$ cat src/conv2d_zero_pad_element_assert.svh
// Assertion macros for the conv2d zero-pad block.
// Included by the top level; depends on nothing else.
`ifndef CONV2D_ZERO_PAD_ELEMENT_ASSERT_SVH
`define CONV2D_ZERO_PAD_ELEMENT_ASSERT_SVH

// same-cycle implication, disabled while reset is low
`define CV2D_ASSERT_IMPLY(label, clk, rst_n, ante, cons) \
  label: assert property (@(posedge clk) disable iff (!rst_n) (ante) |-> (cons)) \
    else $error("cv2d: implication failed");

// next-cycle implication, disabled while reset is low
`define CV2D_ASSERT_NEXT(label, clk, rst_n, ante, cons) \
  label: assert property (@(posedge clk) disable iff (!rst_n) (ante) |=> (cons)) \
    else $error("cv2d: next-cycle implication failed");

`endif

$ cat src/cv2d_pkg.sv
// Shared constants, codes and types for the conv2d zero-pad block.
// No dependencies.
package cv2d_pkg;

  localparam int MAX_DIM_DEF    = 64;
  localparam int MAX_KERNEL_DEF = 7;
  localparam int DATA_WIDTH_DEF = 16;

  localparam int CMD_W      = 2;
  localparam int COORD_W    = 6;
  localparam int VAL_W      = 16;
  localparam int ACC_W      = 37;
  localparam int MDIM_W     = 7;
  localparam int KDIM_W     = 3;
  localparam int CFG_IDX_W  = 2;
  localparam int CFG_DATA_W = 7;
  // signed window coordinate: covers -3 .. 63+6
  localparam int CRD_W      = 8;

  localparam logic [CMD_W-1:0] CMD_KRN_WR = 2'd0;
  localparam logic [CMD_W-1:0] CMD_IMG_WR = 2'd1;
  localparam logic [CMD_W-1:0] CMD_QUERY  = 2'd2;

  localparam logic [CFG_IDX_W-1:0] CFG_MATRIX_ROWS = 2'd0;
  localparam logic [CFG_IDX_W-1:0] CFG_MATRIX_COLS = 2'd1;
  localparam logic [CFG_IDX_W-1:0] CFG_KERNEL_ROWS = 2'd2;
  localparam logic [CFG_IDX_W-1:0] CFG_KERNEL_COLS = 2'd3;

  localparam logic [MDIM_W-1:0] MATRIX_ROWS_RST = 7'd1;
  localparam logic [MDIM_W-1:0] MATRIX_COLS_RST = 7'd1;
  localparam logic [KDIM_W-1:0] KERNEL_ROWS_RST = 3'd3;
  localparam logic [KDIM_W-1:0] KERNEL_COLS_RST = 3'd3;

  typedef struct packed {
    logic [MDIM_W-1:0] mrows;
    logic [MDIM_W-1:0] mcols;
    logic [KDIM_W-1:0] krows;
    logic [KDIM_W-1:0] kcols;
  } cv2d_cfg_t;

  typedef struct packed {
    logic clr;
    logic tap_vld;
  } cv2d_mac_ctl_t;

endpackage

$ cat src/cv2d_mac.sv
// Shared multiply-accumulate: registered product, then 37-bit wrapping sum.
// Depends on cv2d_pkg.
module cv2d_mac #(
  parameter int DATA_WIDTH = 16
) (
  input  logic                              clk,
  input  logic                              rst_n,
  input  cv2d_pkg::cv2d_mac_ctl_t           ctl,
  input  logic signed [DATA_WIDTH-1:0]      img_rdata,
  input  logic signed [DATA_WIDTH-1:0]      krn_rdata,
  output logic signed [cv2d_pkg::ACC_W-1:0] acc
);
  import cv2d_pkg::*;

  logic                           vld1_r;
  logic                           vld2_r;
  logic signed [2*DATA_WIDTH-1:0] prod_r;
  logic signed [ACC_W-1:0]        acc_r;
  logic signed [ACC_W-1:0]        acc_nxt;

  // tap valid follows the memory read latency, then the product register
  always_ff @(posedge clk) begin
    if (!rst_n) begin
      vld1_r <= 1'b0;
      vld2_r <= 1'b0;
    end else begin
      vld1_r <= ctl.tap_vld;
      vld2_r <= vld1_r;
    end
  end

  always_ff @(posedge clk) begin
    prod_r <= img_rdata * krn_rdata;
  end

  always_comb begin
    acc_nxt = acc_r;
    if (ctl.clr) begin
      acc_nxt = '0;
    end else if (vld2_r) begin
      acc_nxt = acc_r + ACC_W'(prod_r);
    end
  end

  always_ff @(posedge clk) begin
    if (!rst_n) begin
      acc_r <= '0;
    end else begin
      acc_r <= acc_nxt;
    end
  end

  assign acc = acc_r;

endmodule

$ cat config.mk
export PLATFORM = sky130hd
export DESIGN_NAME = cv2d_mac
export DESIGN_NICKNAME = d
export VERILOG_FILES = /design/src/conv2d_zero_pad_element_assert.svh /design/src/cv2d_pkg.sv /design/src/cv2d_mac.sv
export SDC_FILE = /design/constraint.sdc
export NUM_CORES = 1
export LEC_CHECK = 0
export BUFFER_PORTS_ARGS = -buffer_cell sky130_fd_sc_hd__buf_2
export CAP_MARGIN = 10
export CELL_PAD_IN_SITES_DETAIL_PLACEMENT = 0
export CELL_PAD_IN_SITES_GLOBAL_PLACEMENT = 1
export CORE_MARGIN = 8
export CORE_UTILIZATION = 51
export CTS_BUF_LIST = sky130_fd_sc_hd__clkbuf_2
export CTS_CLUSTER_SIZE = 28
export DETAILED_ROUTE_END_ITERATION = 12
export PLACE_DENSITY = 0.83
export SKIP_LAST_GASP = 1
export SLEW_MARGIN = 20
export SYNTH_ARGS = -nofsm -noshare
export SYNTH_HDL_FRONTEND = slang
export SYNTH_SLANG_ARGS = --single-unit
$ cat constraint.sdc
create_clock -name clk -period 7 [get_ports clk]
set_input_delay 0.35 -clock clk [delete_from_list [all_inputs] [get_ports clk]]
set_output_delay 0.35 -clock clk [all_outputs]
set_load 0.005 [all_outputs]
======== Word level (Yosys, flattened, before mapping) ========
Cells that the tools add are included.
storage, ports and cells
  flip-flop bits (word level) ............. 71
  bits of input ports ..................... 36
  word-level logic and storage cells ...... 8
operators by class
  $add $sub $neg .......................... 1
  $mul .................................... 1
  bitwise operators ....................... 1
  reduce and logical (&&, ||, !) cells .... 1
operators with widths
  operator                      count
  adder 37 x 32 -> 37 bit       1
  multiplier 16 x 16 -> 32 bit  1
  OR reduction 2 bit            1
  inverter 1 bit                1

======== Logic depth before layout (Yosys ltp) ========
Gate-level depths: netlist (run 1).
  depth after elaboration ................. 2
  mapped depth ............................ 22
  mapped depth without buffers ............ 21

======== Worst setup path before layout (run 1) ========
Ideal clock, no wire load.
  path type ............................... input to register
  start point ............................. input krn_rdata[7]
  end point ............................... register prod_r[31]
  arrival time ............................ 5828 ps
  slack ................................... 1045 ps
  stages on the path ...................... 22
  cell sequence ........................... clkbuf_1 nand2_1 fa_1 inv_1 fa_1 inv_1 fa_1 inv_1 fa_1 fa_1 inv_1 fa_1 inv_1 ha_1 o21a_1 o211ai_1 nor3_1 a211oi_2 a21oi_1 o311a_1 o2111ai_1 or3b_1
between the ends
  longest elaborated chain between the ends .. 1
RTL lines
  item                          RTL line        source
  start: declaration            cv2d_mac.sv:10  input logic signed [DATA_WIDTH-1:0] krn_rdata,
  multiplier 16 x 16 -> 32 bit  cv2d_mac.sv:33  prod_r <= img_rdata * krn_rdata;
  end signal: assignment        cv2d_mac.sv:33
  end: declaration              cv2d_mac.sv:17  logic signed [2*DATA_WIDTH-1:0] prod_r;
No other way between the ends.
A chain may end at the register's enable or synchronous reset.

======== Final worst setup path (run 1) ========
  start point ............................. input img_rdata[15]
  end point ............................... register prod_r[31]
between the ends
  longest elaborated chain between the ends .. 1
RTL lines
  item                          RTL line        source
  start: declaration            cv2d_mac.sv:9   input logic signed [DATA_WIDTH-1:0] img_rdata,
  multiplier 16 x 16 -> 32 bit  cv2d_mac.sv:33
No other way between the ends.

==> key figures, run 1 <==
GRT
  • Antenna violations before repair: 2
  • Global Route Usage Sum: 0.203
  • Largest net degree at the start of global routing: 40
  • Global-route wire length before repair: approximately 54,000 um
  • Vias in the first global route: ~11,000
  • Grt ovf: 0

Worst hold path
  • HP Class: in -> reg

Routing
  • Via density: about 5.4
  • Post-DRT Antenna Nets: 0
  • Vias after detailed routing: 10,400
  • Drt total wl: about 33,000 um
  • # DRC: 0
  • First-pass iteration count of the detailed router: 5
  • Wirelength per Cell: 17.0 um
  • Drt initial violations: 609

Timing
  • Clock Skew: 0.0425 ns
  • Fin crit share: 0.825
  • Max Freq: 0.173 GHz
  • Fin. Hold Viols: 0
  • Max-slew violations: 0
  • RSZ-0062 raised after global routing: no
  • Endpoints failing setup: 0
  • Worst-Margin Slew: around 1.1 ns
  • Final min period: slightly below 6 ns
  • Setup TNS: 0 ns
  • Max_slew headroom: 0.295

Run status
  • Status: completed

Floorplan
  • Die Footprint: between 30,000 and 40,000 um^2
  • Die width: 181 um
  • Effective utilization at floorplan: 0.518
  • FP Rows: 60
  • Die Height: 181 um
  • Boundary Pins: 73
  • Core area: 26,900 um^2

Synth
  • Proportion of synthesized chip area in sequential cells: 0.102
  • Async set-reset flop share out of synthesis: 0
  • Syn_area_per_cell: approximately 9.0 um^2
  • Post-synth EDFFs: 0
  • Mapped Nets: about 2,000
  • Flop and latch count out of synthesis: 71
  • Post-Synthesis Cells: 1,541
  • Post-synthesis cell type count: 76
  • Synth Flop Type: dfxtp_1
  • Synth warn: 0
  • Netlist Area Pre-Place: around 14,000 um^2

Clocking
  • Root cell of the clock tree: clkbuf_2
  • Total CTS buffers: 9
  • Worst skew pair latency: 0.58 ns
  • Maximum clock path buffer count: 2
  • Post-CTS Resized: 0
  • CTS tree: done
  • Htree depth: 3
  • CTS Sinks: 71
  • Clock Pin Slew Worst Setup and Hold Paths: roughly 0.22 ns

Worst setup path
  • CP arrival: about 6.3 ns
  • Worst EP required: ~7.5 ns
  • Crit-path most repeated cell: fa_1
  • Slowest stage delay, CP: slightly above 0.8 ns
  • Worst R2R Setup Slack: between 3 and 4 ns
  • Startpoint Class: input port
  • CP cell instances: buf_2 -> nand2_1 -> inv_1 -> fa_1 -> fa_1 -> fa_1 -> fa_1 -> fa_1 -> fa_1 -> ha_1 -> and3_1 -> and3_1 -> nand3_1 -> a21oi_1 -> o311a_1 -> o2111ai_1 -> or3b_1
  • CP max FO: 16
  • Worst Setup End Kind: flip-flop
  • Crit-path slowest cell: fa_1
  • Crit path kind: in -> reg

Place
  • Port Buffers: slightly above 70
  • Routability-driven placement congestion ratio: 0.863
  • DP HPWL: about 27,000 um

Finish
  • Area Growth Syn to Fin: 5.39%
  • Layout cells sized above 1: 0.0711
  • Most frequent cells in the layout: inv_1 (294), fa_1 (263), nand2_1 (163), and2_1 (134), ha_1 (118)
  • Fillers: around 2,500
  • Final net count: 2,002
  • Commonest non-fill, non-tap cell in the layout: inv_1

Flow run
  • Max_cap viols: 0
-- cell families (layout without fill, tap and decap cells) --
family,count (synthesis),after routing,synth area share
AO/OA/AOI/OAI,216,216,0.106
XOR/XNOR,51,51,0.0321
adder cells (fa/ha/maj),381,381,0.485
buffers and inverters,341,390,0.0960
flip-flops,71,71,0.102
multiplexers,17,17,0.0123
other,0,1,0
AND/OR/NAND/NOR,464,464,0.167
-- state kept, by name (all words and copies together), names as in the netlist --
| register | flops |
|---|---|
| vld2_r | 1 |
| vld1_r | 1 |
| acc | 37 |
| prod_r | 32 |
-- final timing paths --
| kind | startpoint | endpoint | cells past startpoint |
|---|---|---|---|
| min | img_rdata[0] | prod_r[0] | 2 |
| max | img_rdata[15] | prod_r[31] | 17 |
| min reg2reg | vld1_r | vld2_r | 1 |
| max reg2reg | acc[0] | acc[28] | 11 |
-- critical path, delay by kind of cell --
kind | cells | cell delay [ns]
fa+ha+maj | 7 | 3.73
simple gates | 5 | 1.07
compound gates | 3 | 0.63
buf+inv | 2 | 0.47
-- timing repair --
| action | 4_1_cts | 5_1_grt |
|---|---|---|
| hold endpoints to repair | 2 | 0 |
| hold buffers | 3 | 0 |
| setup buffers | 0 | 0 |
-- metrics by stage --
stage	area, um^2	hold slack, ns	worst slack, ns	util	instances
floorplan	13900	0.412	1.04	-	1541
global route	14700	0.180	1.01	0.546	1932
CTS	14700	0.178	1.29	0.545	1931
finish	14700	0.224	1.23	0.546	1932
detailed placement	14500	0.428	0.608	0.540	1912
global placement	14500	0.423	0.730	0.540	1912
-- Yosys cell counts, types with 8 or more instances --
| cell type | number | area [um^2] |
|---|---|---|
| a21oi_1 | 68 | 340 |
| dfxtp_1 | 71 | 1420 |
| clkbuf_1 | 40 | 150 |
| o21bai_1 | 10 | 75.1 |
| a211oi_1 | 8 | 60.1 |
| o21ai_0 | 30 | 150 |
| nand2_1 | 163 | 612 |
| xnor2_1 | 39 | 342 |
| inv_1 | 294 | 1100 |
| nand2b_1 | 8 | 50.1 |
| nor2_1 | 69 | 259 |
| nor3_1 | 23 | 115 |
| ha_1 | 118 | 1480 |
| xor2_1 | 12 | 105 |
| and2_1 | 134 | 838 |
| fa_1 | 263 | 5270 |
| nand3_1 | 14 | 70.1 |
| o211ai_1 | 13 | 97.6 |
| o21a_1 | 14 | 105 |
| mux2i_1 | 16 | 160 |
| nor2b_1 | 9 | 56.3 |
| a21o_1 | 27 | 203 |
-- per-layer routing --
metal,part of all wire,vias up,track usage
met1,0.42,5210,0.255
li1,-,4938,-
met5,0.00024,-,0
met4,0.023,2,0.0564
met3,0.034,44,0.0195
met2,0.52,226,0.368
-- layout make-up --
cell class	count	area, um^2	share of cell area
antenna	1	2.50	0.000171
inverter	294	1100	0.0753
timing repair buffer	80	428	0.0292
clock inverter	7	80.1	0.00546
sequential	71	1420	0.0969
multi-input combinational	1129	11200	0.761
clock buffer	9	45.0	0.00307
tap	341	427	0.0291
Power of run 1 is not shown: default switching activity piles up to over one toggle a cycle in this logic, so the estimate is an artifact.
==> run 2: changes to the inputs <==
- clock period: 7 -> 5.7 ns (I/O delays scaled with it)
==> run 2 against run 1 <==
Compared with the run above:
- flip-flop and latch count is the same
- global-route usage is 0.80 points lower
- first-iteration DRC count is 20% lower
- via count rose by 2.6%
- worst hold slack got worse by 0.031 ns
- non-clock buffer count increased by 113
- cell count grew 5.7%
- critical endpoint unchanged
- largest cell class unchanged
==> key figures, run 2 (synthesized netlist as in run 1, its figures left out) <==
Worst setup path
  • FF-to-FF Start: acc[25]
  • Worst Setup End Kind: flip-flop
  • CP cell instances: buf_2 -> nand2_1 -> fa_1 -> fa_1 -> fa_1 -> inv_1 -> fa_1 -> fa_1 -> inv_1 -> fa_1 -> inv_1 -> ha_1 -> o21a_1 -> o211ai_1 -> buf_4 -> nor3_1 -> nand3_1 -> a21oi_1 -> o311a_1 -> o2111ai_1 -> or3b_1
  • Crit-path most repeated cell: fa_1
  • Slowest stage delay, CP: 0.51 ns
  • Worst reg2reg path depth: 9
  • Worst R2R Setup Slack: between 2 and 3 ns
  • Worst EP required: about 6.1 ns
  • Top Family by Delay on Critical Path: adder cells
  • Crit-path slowest cell: fa_1
  • Startpoint Class: input port
  • CP arrival: roughly 5.9 ns
  • Crit path kind: in -> reg
  • RR Endpoint: acc[36]
  • WP buf/inv: 5
  • CP max FO: 16

Finish
  • Max reg flops: 37
  • Final net count: 2,115
  • Ant. Diodes: 0
  • Layout Utilization: 0.579
  • Area Growth Syn to Fin: 11.8%
  • Commonest non-fill, non-tap cell in the layout: inv_1
  • Layout cells sized above 1: 0.133
  • Most frequent cells in the layout: inv_1 (294), fa_1 (262), nand2_1 (163), and2_1 (134), ha_1 (116)

Routing
  • # DRC: 0
  • Drt total wl: 30,800 um
  • Drt initial violations: just under 500
  • Wirelength per Cell: roughly 15 um
  • Vias after detailed routing: 10,700
  • First-pass iteration count of the detailed router: 5
  • Via density: 5.23
  • Post-DRT Antenna Nets: 0

Timing
  • Endpoints failing setup: 0
  • Fin crit share: 0.951
  • Setup TNS: 0 ns
  • RSZ-0062 raised after global routing: no
  • Worst-Margin Slew: between 1 and 1.5 ns
  • Clock Skew: roughly 0.028 ns
  • Max Freq: between 0.15 and 0.2 GHz
  • Max_slew headroom: 0.265
  • Fin. Hold Viols: 0
  • Final min period: between 5 and 6 ns
  • Max-slew violations: 0

Worst hold path
  • Hold path depth: 2
  • Worst Hold Launch: krn_rdata[0]
  • Hold Path Sink: prod_r[0]
  • HP Class: in -> reg

Clocking
  • Total CTS buffers: 9
  • CTS tree: done
  • Worst skew pair latency: between 0.5 and 0.6 ns
  • Root cell of the clock tree: clkbuf_2
  • Htree depth: 3
  • Clock Pin Slew Worst Setup and Hold Paths: ~0.19 ns
  • Maximum clock path buffer count: 2
  • Post-CTS setup buffer count: 0
  • CTS Sinks: 71

GRT
  • Vias in the first global route: between 10,000 and 15,000
  • Largest net degree at the start of global routing: 40
  • Global-route wire length before repair: ~53,000 um
  • Global Route Usage Sum: 0.195
  • Antenna violations before repair: 0
  • Grt ovf: 0

Floorplan
  • Boundary Pins: 73
  • Core area: about 27,000 um^2
  • Die width: roughly 180 um
  • FP Rows: 60
  • Effective utilization at floorplan: 0.518
  • Die Footprint: 32,800 um^2
  • Die Height: approximately 180 um

Place
  • Routability-driven placement congestion ratio: 0.894
  • DP HPWL: ~27,000 um
  • Port Buffers: roughly 70

Run status
  • Status: completed

Flow run
  • Max_cap viols: 0
==> run 2: worst reg2reg max path, delay by kind of cell, from the launching register on <==
family	cells	cell delay, ns
and+or+nand+nor	2	0.84
adders and majority gates	1	0.39
AOI/OAI and AO/OA	6	1.39
DFF	1	0.37
==> run 2: final cells by class <==
cell class	instances	area, um^2
Clock inverter	5	50.0
Inverter	294	1100
Sequential cell	71	1420
Fill cell	2493	11300
Multi-Input combinational cell	1129	11200
Tap cell	341	427
Timing Repair Buffer	193	1330
Clock buffer	10	50.0
==> run 2: worst max-delay path by stage <==
stage / from / endpoint / slack, ns / depth (start not counted)
2_1_floorplan: krn_rdata[5] / prod_r[31] / 0.009 / 21
3_3_place_gp: krn_rdata[2] / prod_r[31] / -0.24 / 20
3_5_place_dp: krn_rdata[2] / prod_r[31] / -0.28 / 20
4_1_cts: krn_rdata[2] / prod_r[31] / 0.32 / 20
5_1_grt: krn_rdata[2] / prod_r[23] / 0.04 / 21
6_report: krn_rdata[2] / prod_r[31] / 0.28 / 21
==> run 2: what timing repair did <==
| action | CTS | global route |
|---|---|---|
| hold endpoints to repair | 2 | 0 |
| resized for setup | 0 | 0 |
| hold buffers | 3 | 0 |
==> run 2: per-layer routing <==
metal  wire length (um)  vias up  GRT usage
li1                   -     5162          -
met1              13100     5318      0.244
met2              16000      163      0.350
met3                913       47     0.0255
met4                754        0     0.0521
met5                  0        -          0
==> run 2: metrics by stage <==
| step | area [um^2] | hold slack, ns | cells | worst slack [ns] |
|---|---|---|---|---|
| 6_report | 15600 | 0.193 | 2043 | 0.281 |
| 5_1_grt | 15600 | 0.143 | 2043 | 0.0433 |
| 4_1_cts | 15600 | 0.159 | 2043 | 0.323 |
| 3_5_place_dp | 15400 | 0.429 | 2025 | -0.282 |
| 3_3_place_gp | 15400 | 0.416 | 2025 | -0.244 |
| 2_1_floorplan | 14000 | 0.407 | 1541 | 0.00900 |
Power of run 2 is left out for the same reason.
