## src/conv2d_zero_pad_element_assert.svh

```systemverilog
// Assertion macros for the conv2d zero-pad block.
// Included by the top level; depends on nothing else.
`ifndef CONV2D_ZERO_PAD_ELEMENT_ASSERT_SVH
`define CONV2D_ZERO_PAD_ELEMENT_ASSERT_SVH

// same-cycle implication, disabled while reset is low
`define CV2D_ASSERT_IMPLY(label, clk, rst_n, ante, cons) \
  label: assert property (@(posedge clk) disable iff (!rst_n) (ante) |-> (cons)) \
    else $error("cv2d: implication failed");

// next-cycle implication, disabled while reset is low
`define CV2D_ASSERT_NEXT(label, clk, rst_n, ante, cons) \
  label: assert property (@(posedge clk) disable iff (!rst_n) (ante) |=> (cons)) \
    else $error("cv2d: next-cycle implication failed");

`endif

```

## src/cv2d_pkg.sv

```systemverilog
// Shared constants, codes and types for the conv2d zero-pad block.
// No dependencies.
package cv2d_pkg;

  localparam int MAX_DIM_DEF    = 64;
  localparam int MAX_KERNEL_DEF = 7;
  localparam int DATA_WIDTH_DEF = 16;

  localparam int CMD_W      = 2;
  localparam int COORD_W    = 6;
  localparam int VAL_W      = 16;
  localparam int ACC_W      = 37;
  localparam int MDIM_W     = 7;
  localparam int KDIM_W     = 3;
  localparam int CFG_IDX_W  = 2;
  localparam int CFG_DATA_W = 7;
  // signed window coordinate: covers -3 .. 63+6
  localparam int CRD_W      = 8;

  localparam logic [CMD_W-1:0] CMD_KRN_WR = 2'd0;
  localparam logic [CMD_W-1:0] CMD_IMG_WR = 2'd1;
  localparam logic [CMD_W-1:0] CMD_QUERY  = 2'd2;

  localparam logic [CFG_IDX_W-1:0] CFG_MATRIX_ROWS = 2'd0;
  localparam logic [CFG_IDX_W-1:0] CFG_MATRIX_COLS = 2'd1;
  localparam logic [CFG_IDX_W-1:0] CFG_KERNEL_ROWS = 2'd2;
  localparam logic [CFG_IDX_W-1:0] CFG_KERNEL_COLS = 2'd3;

  localparam logic [MDIM_W-1:0] MATRIX_ROWS_RST = 7'd1;
  localparam logic [MDIM_W-1:0] MATRIX_COLS_RST = 7'd1;
  localparam logic [KDIM_W-1:0] KERNEL_ROWS_RST = 3'd3;
  localparam logic [KDIM_W-1:0] KERNEL_COLS_RST = 3'd3;

  typedef struct packed {
    logic [MDIM_W-1:0] mrows;
    logic [MDIM_W-1:0] mcols;
    logic [KDIM_W-1:0] krows;
    logic [KDIM_W-1:0] kcols;
  } cv2d_cfg_t;

  typedef struct packed {
    logic clr;
    logic tap_vld;
  } cv2d_mac_ctl_t;

endpackage

```

## src/cv2d_seq.sv

```systemverilog
// Query sequencer: walks the kernel window one tap per cycle, clips taps
// outside the matrix and drives the memory read addresses. Depends on cv2d_pkg.
module cv2d_seq #(
  parameter int MAX_DIM    = 64,
  parameter int MAX_KERNEL = 7,
  parameter int IMG_AW     = $clog2(MAX_DIM * MAX_DIM),
  parameter int KRN_AW     = $clog2(MAX_KERNEL * MAX_KERNEL)
) (
  input  logic                          clk,
  input  logic                          rst_n,
  input  cv2d_pkg::cv2d_cfg_t           cfg,
  input  logic                          start,
  input  logic [cv2d_pkg::COORD_W-1:0]  row,
  input  logic [cv2d_pkg::COORD_W-1:0]  col,
  input  logic                          out_take,
  output logic                          in_rdy,
  output logic                          out_vld,
  output logic [cv2d_pkg::COORD_W-1:0]  out_row,
  output logic [cv2d_pkg::COORD_W-1:0]  out_col,
  output cv2d_pkg::cv2d_mac_ctl_t       ctl,
  output logic [IMG_AW-1:0]             img_raddr,
  output logic [KRN_AW-1:0]             krn_raddr
);
  import cv2d_pkg::*;

  localparam int KW       = $clog2(MAX_KERNEL);
  localparam int HALF_MAX = (MAX_KERNEL - 1) / 2;

  localparam logic [1:0] ST_IDLE  = 2'd0;
  localparam logic [1:0] ST_RUN   = 2'd1;
  localparam logic [1:0] ST_DRAIN = 2'd2;
  localparam logic [1:0] ST_DONE  = 2'd3;

  logic [1:0]          state_r, state_nxt;
  logic [COORD_W-1:0]  row_r, row_nxt;
  logic [COORD_W-1:0]  col_r, col_nxt;
  logic [KW-1:0]       hr_r, hr_nxt;
  logic [KW-1:0]       hc_r, hc_nxt;
  logic [KW-1:0]       spr_r, spr_nxt;
  logic [KW-1:0]       spc_r, spc_nxt;
  logic [MDIM_W-1:0]   nr_r, nr_nxt;
  logic [MDIM_W-1:0]   nc_r, nc_nxt;
  logic [KW-1:0]       kr_r, kr_nxt;
  logic [KW-1:0]       kc_r, kc_nxt;
  logic                cnt_r, cnt_nxt;

  logic [KW-1:0]       hr_c, hc_c;
  logic [MDIM_W-1:0]   nr_c, nc_c;
  logic signed [CRD_W-1:0] r_c, c_c;
  logic                r_ok, c_ok, tap_ok;

  // half-widths saturate at the largest kernel; dimensions at MAX_DIM
  always_comb begin
    hr_c = (int'(cfg.krows >> 1) > HALF_MAX) ? KW'(HALF_MAX) : KW'(cfg.krows >> 1);
    hc_c = (int'(cfg.kcols >> 1) > HALF_MAX) ? KW'(HALF_MAX) : KW'(cfg.kcols >> 1);
    nr_c = (int'(cfg.mrows) > MAX_DIM) ? MDIM_W'(MAX_DIM) : cfg.mrows;
    nc_c = (int'(cfg.mcols) > MAX_DIM) ? MDIM_W'(MAX_DIM) : cfg.mcols;
  end

  always_comb begin
    r_c    = CRD_W'(row_r) + CRD_W'(kr_r) - CRD_W'(hr_r);
    c_c    = CRD_W'(col_r) + CRD_W'(kc_r) - CRD_W'(hc_r);
    r_ok   = !r_c[CRD_W-1] && (r_c < $signed({1'b0, nr_r}));
    c_ok   = !c_c[CRD_W-1] && (c_c < $signed({1'b0, nc_r}));
    tap_ok = (state_r == ST_RUN) && r_ok && c_ok;
  end

  always_comb begin
    state_nxt = state_r;
    row_nxt   = row_r;
    col_nxt   = col_r;
    hr_nxt    = hr_r;
    hc_nxt    = hc_r;
    spr_nxt   = spr_r;
    spc_nxt   = spc_r;
    nr_nxt    = nr_r;
    nc_nxt    = nc_r;
    kr_nxt    = kr_r;
    kc_nxt    = kc_r;
    cnt_nxt   = cnt_r;
    case (state_r)
      ST_IDLE: begin
        if (start) begin
          state_nxt = ST_RUN;
          row_nxt   = row;
          col_nxt   = col;
          hr_nxt    = hr_c;
          hc_nxt    = hc_c;
          spr_nxt   = KW'({hr_c, 1'b0});
          spc_nxt   = KW'({hc_c, 1'b0});
          nr_nxt    = nr_c;
          nc_nxt    = nc_c;
          kr_nxt    = '0;
          kc_nxt    = '0;
        end
      end
      ST_RUN: begin
        if (kc_r == spc_r) begin
          kc_nxt = '0;
          if (kr_r == spr_r) begin
            state_nxt = ST_DRAIN;
            cnt_nxt   = 1'b0;
          end else begin
            kr_nxt = kr_r + 1'b1;
          end
        end else begin
          kc_nxt = kc_r + 1'b1;
        end
      end
      ST_DRAIN: begin
        // wait out the product register, then the last accumulate
        if (cnt_r) begin
          state_nxt = ST_DONE;
        end else begin
          cnt_nxt = 1'b1;
        end
      end
      ST_DONE: begin
        if (out_take) begin
          state_nxt = ST_IDLE;
        end
      end
      default: begin
        state_nxt = ST_IDLE;
      end
    endcase
  end

  always_ff @(posedge clk) begin
    if (!rst_n) begin
      state_r <= ST_IDLE;
      kr_r    <= '0;
      kc_r    <= '0;
      cnt_r   <= 1'b0;
    end else begin
      state_r <= state_nxt;
      kr_r    <= kr_nxt;
      kc_r    <= kc_nxt;
      cnt_r   <= cnt_nxt;
    end
  end

  always_ff @(posedge clk) begin
    row_r <= row_nxt;
    col_r <= col_nxt;
    hr_r  <= hr_nxt;
    hc_r  <= hc_nxt;
    spr_r <= spr_nxt;
    spc_r <= spc_nxt;
    nr_r  <= nr_nxt;
    nc_r  <= nc_nxt;
  end

  // clipped taps read image address 0 and are dropped by the accumulator
  assign img_raddr = tap_ok ? IMG_AW'(int'(r_c) * MAX_DIM + int'(c_c)) : '0;
  assign krn_raddr = KRN_AW'(int'(kr_r) * MAX_KERNEL + int'(kc_r));

  assign ctl.clr     = start;
  assign ctl.tap_vld = tap_ok;

  assign in_rdy  = (state_r == ST_IDLE);
  assign out_vld = (state_r == ST_DONE);
  assign out_row = row_r;
  assign out_col = col_r;

endmodule

```

## config.mk

```make
export PLATFORM = sky130hd
export DESIGN_NAME = cv2d_seq
export DESIGN_NICKNAME = d
export VERILOG_FILES = /design/src/conv2d_zero_pad_element_assert.svh /design/src/cv2d_pkg.sv /design/src/cv2d_seq.sv
export SDC_FILE = /design/constraint.sdc
export NUM_CORES = 1
export LEC_CHECK = 0
export BUFFER_PORTS_ARGS = -buffer_cell sky130_fd_sc_hd__buf_4
export CAP_MARGIN = 20
export CORE_MARGIN = 2
export CORE_UTILIZATION = 32
export DETAILED_ROUTE_END_ITERATION = 10
export HOLD_SLACK_MARGIN = 0.08
export SLEW_MARGIN = 20
export SYNTH_ARGS = -nofsm -noshare
export SYNTH_HDL_FRONTEND = slang
export SYNTH_SLANG_ARGS = --single-unit
```

## constraint.sdc

```tcl
create_clock -name clk -period 9.5 [get_ports clk]
set_input_delay 0.475 -clock clk [delete_from_list [all_inputs] [get_ports clk]]
set_output_delay 0.475 -clock clk [all_outputs]
set_load 0.05 [all_outputs]
```

After elaboration in Yosys (flattened, before gate mapping)
Index checks and enable logic that the tools add are counted.
Word-level totals
  output and inout port bits: 34
  input port bits: 36
  register bits: 45
  logic and storage cells: 70
Operators by class
  multiplexer cells: 18
  equality and inequality tests: 11
  $add $sub $neg: 8
  reduce and logical (&&, ||, !) cells: 14
  $lt $le $gt $ge: 6
  multipliers: 1
Operator list (count)
  less-than comparator 8 bit: 2
  subtractor 7 x 3 -> 8 bit: 2
  adder 6 x 3 -> 7 bit: 2
  greater-than comparator 7 bit, second input constant: 2
  two-way mux 2 bit: 7
  adder 12 x 8 -> 12 bit: 1
  two-way mux 12 bit: 1
  two-way mux 3 bit: 4
  one-hot mux 3 bit (2 select lines): 2
  inequality test 2 bit, second input constant: 4
  one-hot mux 2 bit (4 select lines): 1
  adder 3 x 1 -> 3 bit, second input constant: 2
  adder 6 x 3 -> 6 bit: 1
  == test 3 bit: 2
  multiplier 3 x 3 -> 6 bit, second input constant: 1
  AND reduction 5 bit: 1
  == test 2 bit, second input constant: 2
  greater-than comparator 2 bit, second input constant: 2
  logical AND 1 bit: 4
  inequality test 2 x 1 -> 1 bit, second input constant: 2
  AND reduction 2 bit: 2
  AND reduction 4 bit: 1
  nonzero test 2 bit: 2
  AND reduction 3 bit: 1
  other kinds (5): 7

Longest topological paths before layout
  word-level depth: 7
  depth in mapped cells: 18
  depth with buffers taken out: 17

Worst setup path before layout
Ideal clock, no wire load.
  path type: reg-to-output
  from: register col_r[1] (netlist: out_col[1])
  to: output port img_raddr[2]
  setup slack: 3802 ps
  stages on the path, launching flop included: 13
  arrival: 5223 ps
  cells stage by stage: edfxtp_1 inv_1 fa_1 fa_1 nor2b_1 o21ai_0 a21oi_1 nor2_1 o311ai_0 ha_1 a2111o_1 a2111o_1 nor4b_1
On the way
  longest elaborated chain between the ends: 6
  elaborated cells between the ends (all ways): 8
RTL lines
  from (decl): RTL line cv2d_seq.sv:36  | logic [COORD_W-1:0] col_r, col_nxt;
  from (signal assigned): RTL line cv2d_seq.sv:145  | col_r <= col_nxt;
  adder 6 x 3 -> 7 bit *: RTL line cv2d_seq.sv:62  | c_c = CRD_W'(col_r) + CRD_W'(kc_r) - CRD_W'(hc_r);
  subtractor 7 x 3 -> 8 bit *: RTL line cv2d_seq.sv:62
  less-than comparator 8 bit or zero test 1 bit (tied branches): RTL line cv2d_seq.sv:64  | c_ok = !c_c[CRD_W-1] && (c_c < $signed({1'b0, nc_r}));
  logical AND 1 bit: RTL line cv2d_seq.sv:64
  logical AND 1 bit: RTL line cv2d_seq.sv:65  | tap_ok = (state_r == ST_RUN) && r_ok && c_ok;
  two-way mux 12 bit *: RTL line cv2d_seq.sv:155  | assign img_raddr = tap_ok ? IMG_AW'(int'(r_c) * MAX_DIM + int'(c_c)) : '0;
  to (decl): RTL line cv2d_seq.sv:21  | output logic [IMG_AW-1:0] img_raddr,
Mark *: on every way between the ends. The rest lies on a longest branch, timed or not.

Final worst setup path
  from: register kr_r[1]
  to: output port img_raddr[3]
On the way
  longest elaborated chain between the ends: 7
  elaborated cells between the ends (all ways): 8
RTL lines
  from (decl): RTL line cv2d_seq.sv:43  | logic [KW-1:0] kr_r, kr_nxt;
  from (signal assigned): RTL line cv2d_seq.sv:137  | kr_r <= kr_nxt;
  adder 6 x 3 -> 7 bit *: RTL line cv2d_seq.sv:61  | r_c = CRD_W'(row_r) + CRD_W'(kr_r) - CRD_W'(hr_r);
  subtractor 7 x 3 -> 8 bit *: RTL line cv2d_seq.sv:61
  less-than comparator 8 bit or zero test 1 bit (tied branches): RTL line cv2d_seq.sv:63  | r_ok = !r_c[CRD_W-1] && (r_c < $signed({1'b0, nr_r}));
  logical AND 1 bit *: RTL line cv2d_seq.sv:63
  logical AND 1 bit * (2 in series): RTL line cv2d_seq.sv:65
  two-way mux 12 bit *: RTL line cv2d_seq.sv:155
Marks and branches as above.

==> PnR_summary.wiki <==
{| class="wikitable"
! Metric !! Value
|-
| Layer with the highest usage after global routing || met2
|-
| Area overhead of the layout relative to synthesis || 23.6%
|-
| HPWL after detailed placement || 5050 um
|-
| Flop and latch count out of synthesis || 39
|-
| Maximum number of buffers from clock root to sink || 2
|-
| Number of sinks driven by the clock tree || 39
|-
| Proportion of layout cells with a drive suffix above 1 || 21.4%
|-
| Outcome || completed
|-
| Vias in the first global route || around 2,200
|-
| Cell depth of the worst min-delay path || 1
|-
| Highest Clock Rate || 190 MHz
|-
| Min Clock Period, post-route || 5.25 ns
|-
| Ranking of synthesized cells by area || sky130_fd_sc_hd__edfxtp_1 (29%), sky130_fd_sc_hd__ha_1 (20%), sky130_fd_sc_hd__inv_1 (7.2%)
|-
| Final Worst Setup Slack || 4.25 ns
|-
| Path category of the worst min-delay check || in -> reg
|-
| Netlist cell types || 40
|-
| Total leakage power || 1.86 nW
|-
| Effective utilization at floorplan || 32.5%
|-
| Width of the chip || between 100 and 150 um
|-
| Post-synthesis sequential area ratio || 34.5%
|-
| Number of hold violations in the final report || 0
|-
| GR Layer Usage met3 || under 10%
|-
| Die area || roughly 0.011 mm^2
|-
| Total power divided by cell area || just under 300 mW/mm^2
|-
| Aggregate global routing overflow || 0
|-
| Met1 global-route usage || 15.0%
|-
| Highest fanout seen on the critical path || 13
|-
| 1st-pass router iterations || 4
|-
| Cell type with the largest total area after synthesis || sky130_fd_sc_hd__edfxtp_1
|-
| Hold Worst Slack || approximately 0.35 ns
|-
| Vias per cell || roughly 4.5
|-
| Buffer cell driving the clock tree root || sky130_fd_sc_hd__clkbuf_8
|-
| Setup Buffers After CTS || 0
|-
| Final max-slew violation count || 0
|-
| Startpoint kind of the worst setup timing path || flop
|-
| Worst slack after detailed placement || 4.55 ns
|-
| Weighted congestion at the end of routability-driven global placement || 0.729
|-
| End point of the worst hold path || spc_r[2]
|-
| Mapped Cells || 310
|-
| Post-CTS Resized || 0
|-
| Relative slew slack || 60.2%
|-
| Core Box Area || 0.00964 mm^2
|-
| Met2 usage || 21.3%
|-
| Pin count of the biggest net entering global routing || 19
|-
| Number of nets in the final layout || 473
|-
| RSZ-0062 raised after global routing || false
|-
| Endpoint of the worst-slack reg-to-reg timing path || out_col[5]
|-
| Cts bufs inserted || 5
|-
| CP Data Arrival Time || roughly 4.8 ns
|-
| Global-route total usage across every layer || 12.0%
|-
| Post-layout total power || between 1 and 1.5 mW
|-
| Average wire per cell in the routed design || 11.9 um
|-
| Worst Tran Pin Value || 0.590 ns
|-
| Commonest non-fill, non-tap cells in the layout || sky130_fd_sc_hd__buf_4 (68), sky130_fd_sc_hd__inv_1 (60), sky130_fd_sc_hd__ha_1 (50)
|-
| Vias after detailed routing || about 2,300
|-
| Most common cell after layout, fill and taps aside || sky130_fd_sc_hd__buf_4
|-
| Number of antenna violations at the first check in global routing || 0
|-
| Max cap viols || 0
|-
| First-pass GRT wire length || 9880 um
|-
| Critical path capture point type || primary output
|-
| Std-Cell Rows || 36
|-
| Data required time of the critical path || 9.03 ns
|-
| TritonCTS clock tree || built
|-
| Max IR drop VDD || 124 uV
|-
| Count of endpoints failing setup in the final report || 0
|-
| Sum Neg Setup Slack || 0 ns
|-
| IO Port Bufs || 67
|-
| Aggregate routed wire length || 6110 um
|-
| Iteration-0 DRC count of the detailed router || just over 50
|-
| Clock-pin slew on the worst setup and hold paths || 0.08 ns
|-
| Reg2Reg Depth || 5
|-
| Reg-to-reg critical path startpoint || state_r[0]
|-
| Syn_nets || 405
|-
| Crit Path Class || reg -> out
|-
| Count of antenna diodes in the layout || 0
|-
| H-Tree Level Count || 2
|-
| I/O pin total || 70
|-
| Clock skew || 0.00517 ns
|-
| Proportion of netlist area held by the largest area contributor || approximately 29%
|-
| Fin crit share || 55.3%
|-
| Die Span Y || 103 um
|-
| Post-Syn Area || 0.00313 mm^2
|-
| Number of nets with antenna violations after routing || 0
|-
| Critical hold path startpoint || cfg[2]
|-
| Residual DRC || 0
|-
| Number of buffers inserted for hold repair after clock tree synthesis || 0
|-
| Skew-Pair Late Insertion Delay || roughly 0.29 ns
|-
| Slack of the worst reg-to-reg path || 7.67 ns
|-
| Yosys warning total || 0
|-
| Avg Inst Size Synth || slightly above 10 um^2
|}
registers in the layout (all words and copies together) (netlist names), 2 cells and up:
| register | cells |
|---|---|
| kr_r | 3 |
| state_r | 2 |
| nc_r | 7 |
| nr_r | 7 |
| hr_r | 2 |
| out_row | 6 |
| kc_r | 3 |
| out_col | 6 |
| spc_r | 2 |
layout make-up:
cell class	instances	area, um^2
Clock inverter	3	38.8
Multi-Input combinational cell	204	1780
Tap cell	133	166
Inverter	60	225
Fill cell	1005	5770
Timing Repair Buffer	68	510
Clock buffer	5	68.8
Sequential cell	39	1080
worst max-delay path: stages, from the launching register on:
cell and delay, ns:
sky130_fd_sc_hd__dfxtp_1 0.52, sky130_fd_sc_hd__inv_1 0.14, sky130_fd_sc_hd__fa_1 0.50, sky130_fd_sc_hd__fa_1 0.48, sky130_fd_sc_hd__nor2b_1 0.13, sky130_fd_sc_hd__o21ai_0 0.10, sky130_fd_sc_hd__a21boi_0 0.30, sky130_fd_sc_hd__nor2_1 0.06
sky130_fd_sc_hd__o311ai_0 0.45, sky130_fd_sc_hd__ha_1 0.34, sky130_fd_sc_hd__nand4_1 0.10, sky130_fd_sc_hd__nor3_1 0.06, sky130_fd_sc_hd__a2111o_1 0.63, sky130_fd_sc_hd__nor4b_1 0.40, sky130_fd_sc_hd__buf_4 0.27
power breakdown:
group | internal, mW | leakage, nW | total [mW] | switching [mW]
clock | 0.0770 | 0.0556 | 0.138 | 0.0612
combinational | 0.291 | 1.44 | 0.751 | 0.460
sequential | 0.234 | 0.363 | 0.259 | 0.0247
total | 0.602 | 1.86 | 1.15 | 0.546
kinds of logic after synthesis:
family	synth area share, %
buffers and inverters	8.63
adder cells (fa/ha/maj)	25.7
flip-flops	34.5
multiplexers	0.959
AND/OR/NAND/NOR	13.2
AO/OA/AOI/OAI	11.5
XOR/XNOR	5.47
synth_stat cells:
cell type and n:
sky130_fd_sc_hd__o21ai_1 2, sky130_fd_sc_hd__a211oi_1 5, sky130_fd_sc_hd__nand2_1 8, sky130_fd_sc_hd__dfxtp_1 9, sky130_fd_sc_hd__nor3b_2 2, sky130_fd_sc_hd__fa_1 9
sky130_fd_sc_hd__xnor2_1 13, sky130_fd_sc_hd__nand4_1 3, sky130_fd_sc_hd__nor3_2 2, sky130_fd_sc_hd__xnor3_1 1, sky130_fd_sc_hd__a21oi_1 16, sky130_fd_sc_hd__a21o_1 8
sky130_fd_sc_hd__or3_1 1, sky130_fd_sc_hd__or4_1 2, sky130_fd_sc_hd__nand2b_1 4, sky130_fd_sc_hd__nand3_1 4, sky130_fd_sc_hd__nor2b_1 17, sky130_fd_sc_hd__nor4b_1 2
sky130_fd_sc_hd__clkbuf_1 3, sky130_fd_sc_hd__nor3b_1 2, sky130_fd_sc_hd__o21ai_0 11, sky130_fd_sc_hd__nor3_1 5, sky130_fd_sc_hd__o311ai_0 2, sky130_fd_sc_hd__nor4_1 1
sky130_fd_sc_hd__a21boi_0 4, sky130_fd_sc_hd__buf_6 1, sky130_fd_sc_hd__o2111ai_1 2, sky130_fd_sc_hd__inv_1 60, sky130_fd_sc_hd__o41ai_1 1, sky130_fd_sc_hd__o2bb2ai_2 1
sky130_fd_sc_hd__and2_1 1, sky130_fd_sc_hd__xor2_1 4, sky130_fd_sc_hd__o21bai_1 1, sky130_fd_sc_hd__nor4b_4 1, sky130_fd_sc_hd__buf_4 3, sky130_fd_sc_hd__mux2i_1 3
sky130_fd_sc_hd__a2111o_1 2, sky130_fd_sc_hd__nor2_1 14, sky130_fd_sc_hd__ha_1 50, sky130_fd_sc_hd__edfxtp_1 30
per-layer routing:
layer  wire, um  vias up  share of wire, %
li1           -     1196                 -
met1       2680     1067                44
met2       3100       41                51
met3        243        7               4.0
met4         82        0               1.3
met5          0        -                 0
per-stage QoR:
| step | utilization [%] | std cells | cell area [um^2] |
|---|---|---|---|
| after floorplan | - | 310 | 3130 |
| after global placement | 39.1 | 504 | 3760 |
| after detailed placement | 39.1 | 504 | 3760 |
| after CTS | 40.2 | 512 | 3870 |
| after global routing | 40.2 | 512 | 3870 |
| final | 40.2 | 512 | 3870 |
worst max-delay path by stage:
| stage | end | cells past startpoint | startpoint |
|---|---|---|---|
| 3_3_place_gp | img_raddr[9] | 13 | kc_r[1] |
| 4_1_cts | img_raddr[3] | 13 | kc_r[1] |
| 6_report | img_raddr[3] | 14 | kr_r[1] |
| 5_1_grt | img_raddr[3] | 13 | kc_r[1] |
| 3_5_place_dp | img_raddr[9] | 14 | kr_r[1] |
| 2_1_floorplan | img_raddr[2] | 12 | out_col[1] |
Note: power is estimated with default switching activity, not from simulation.
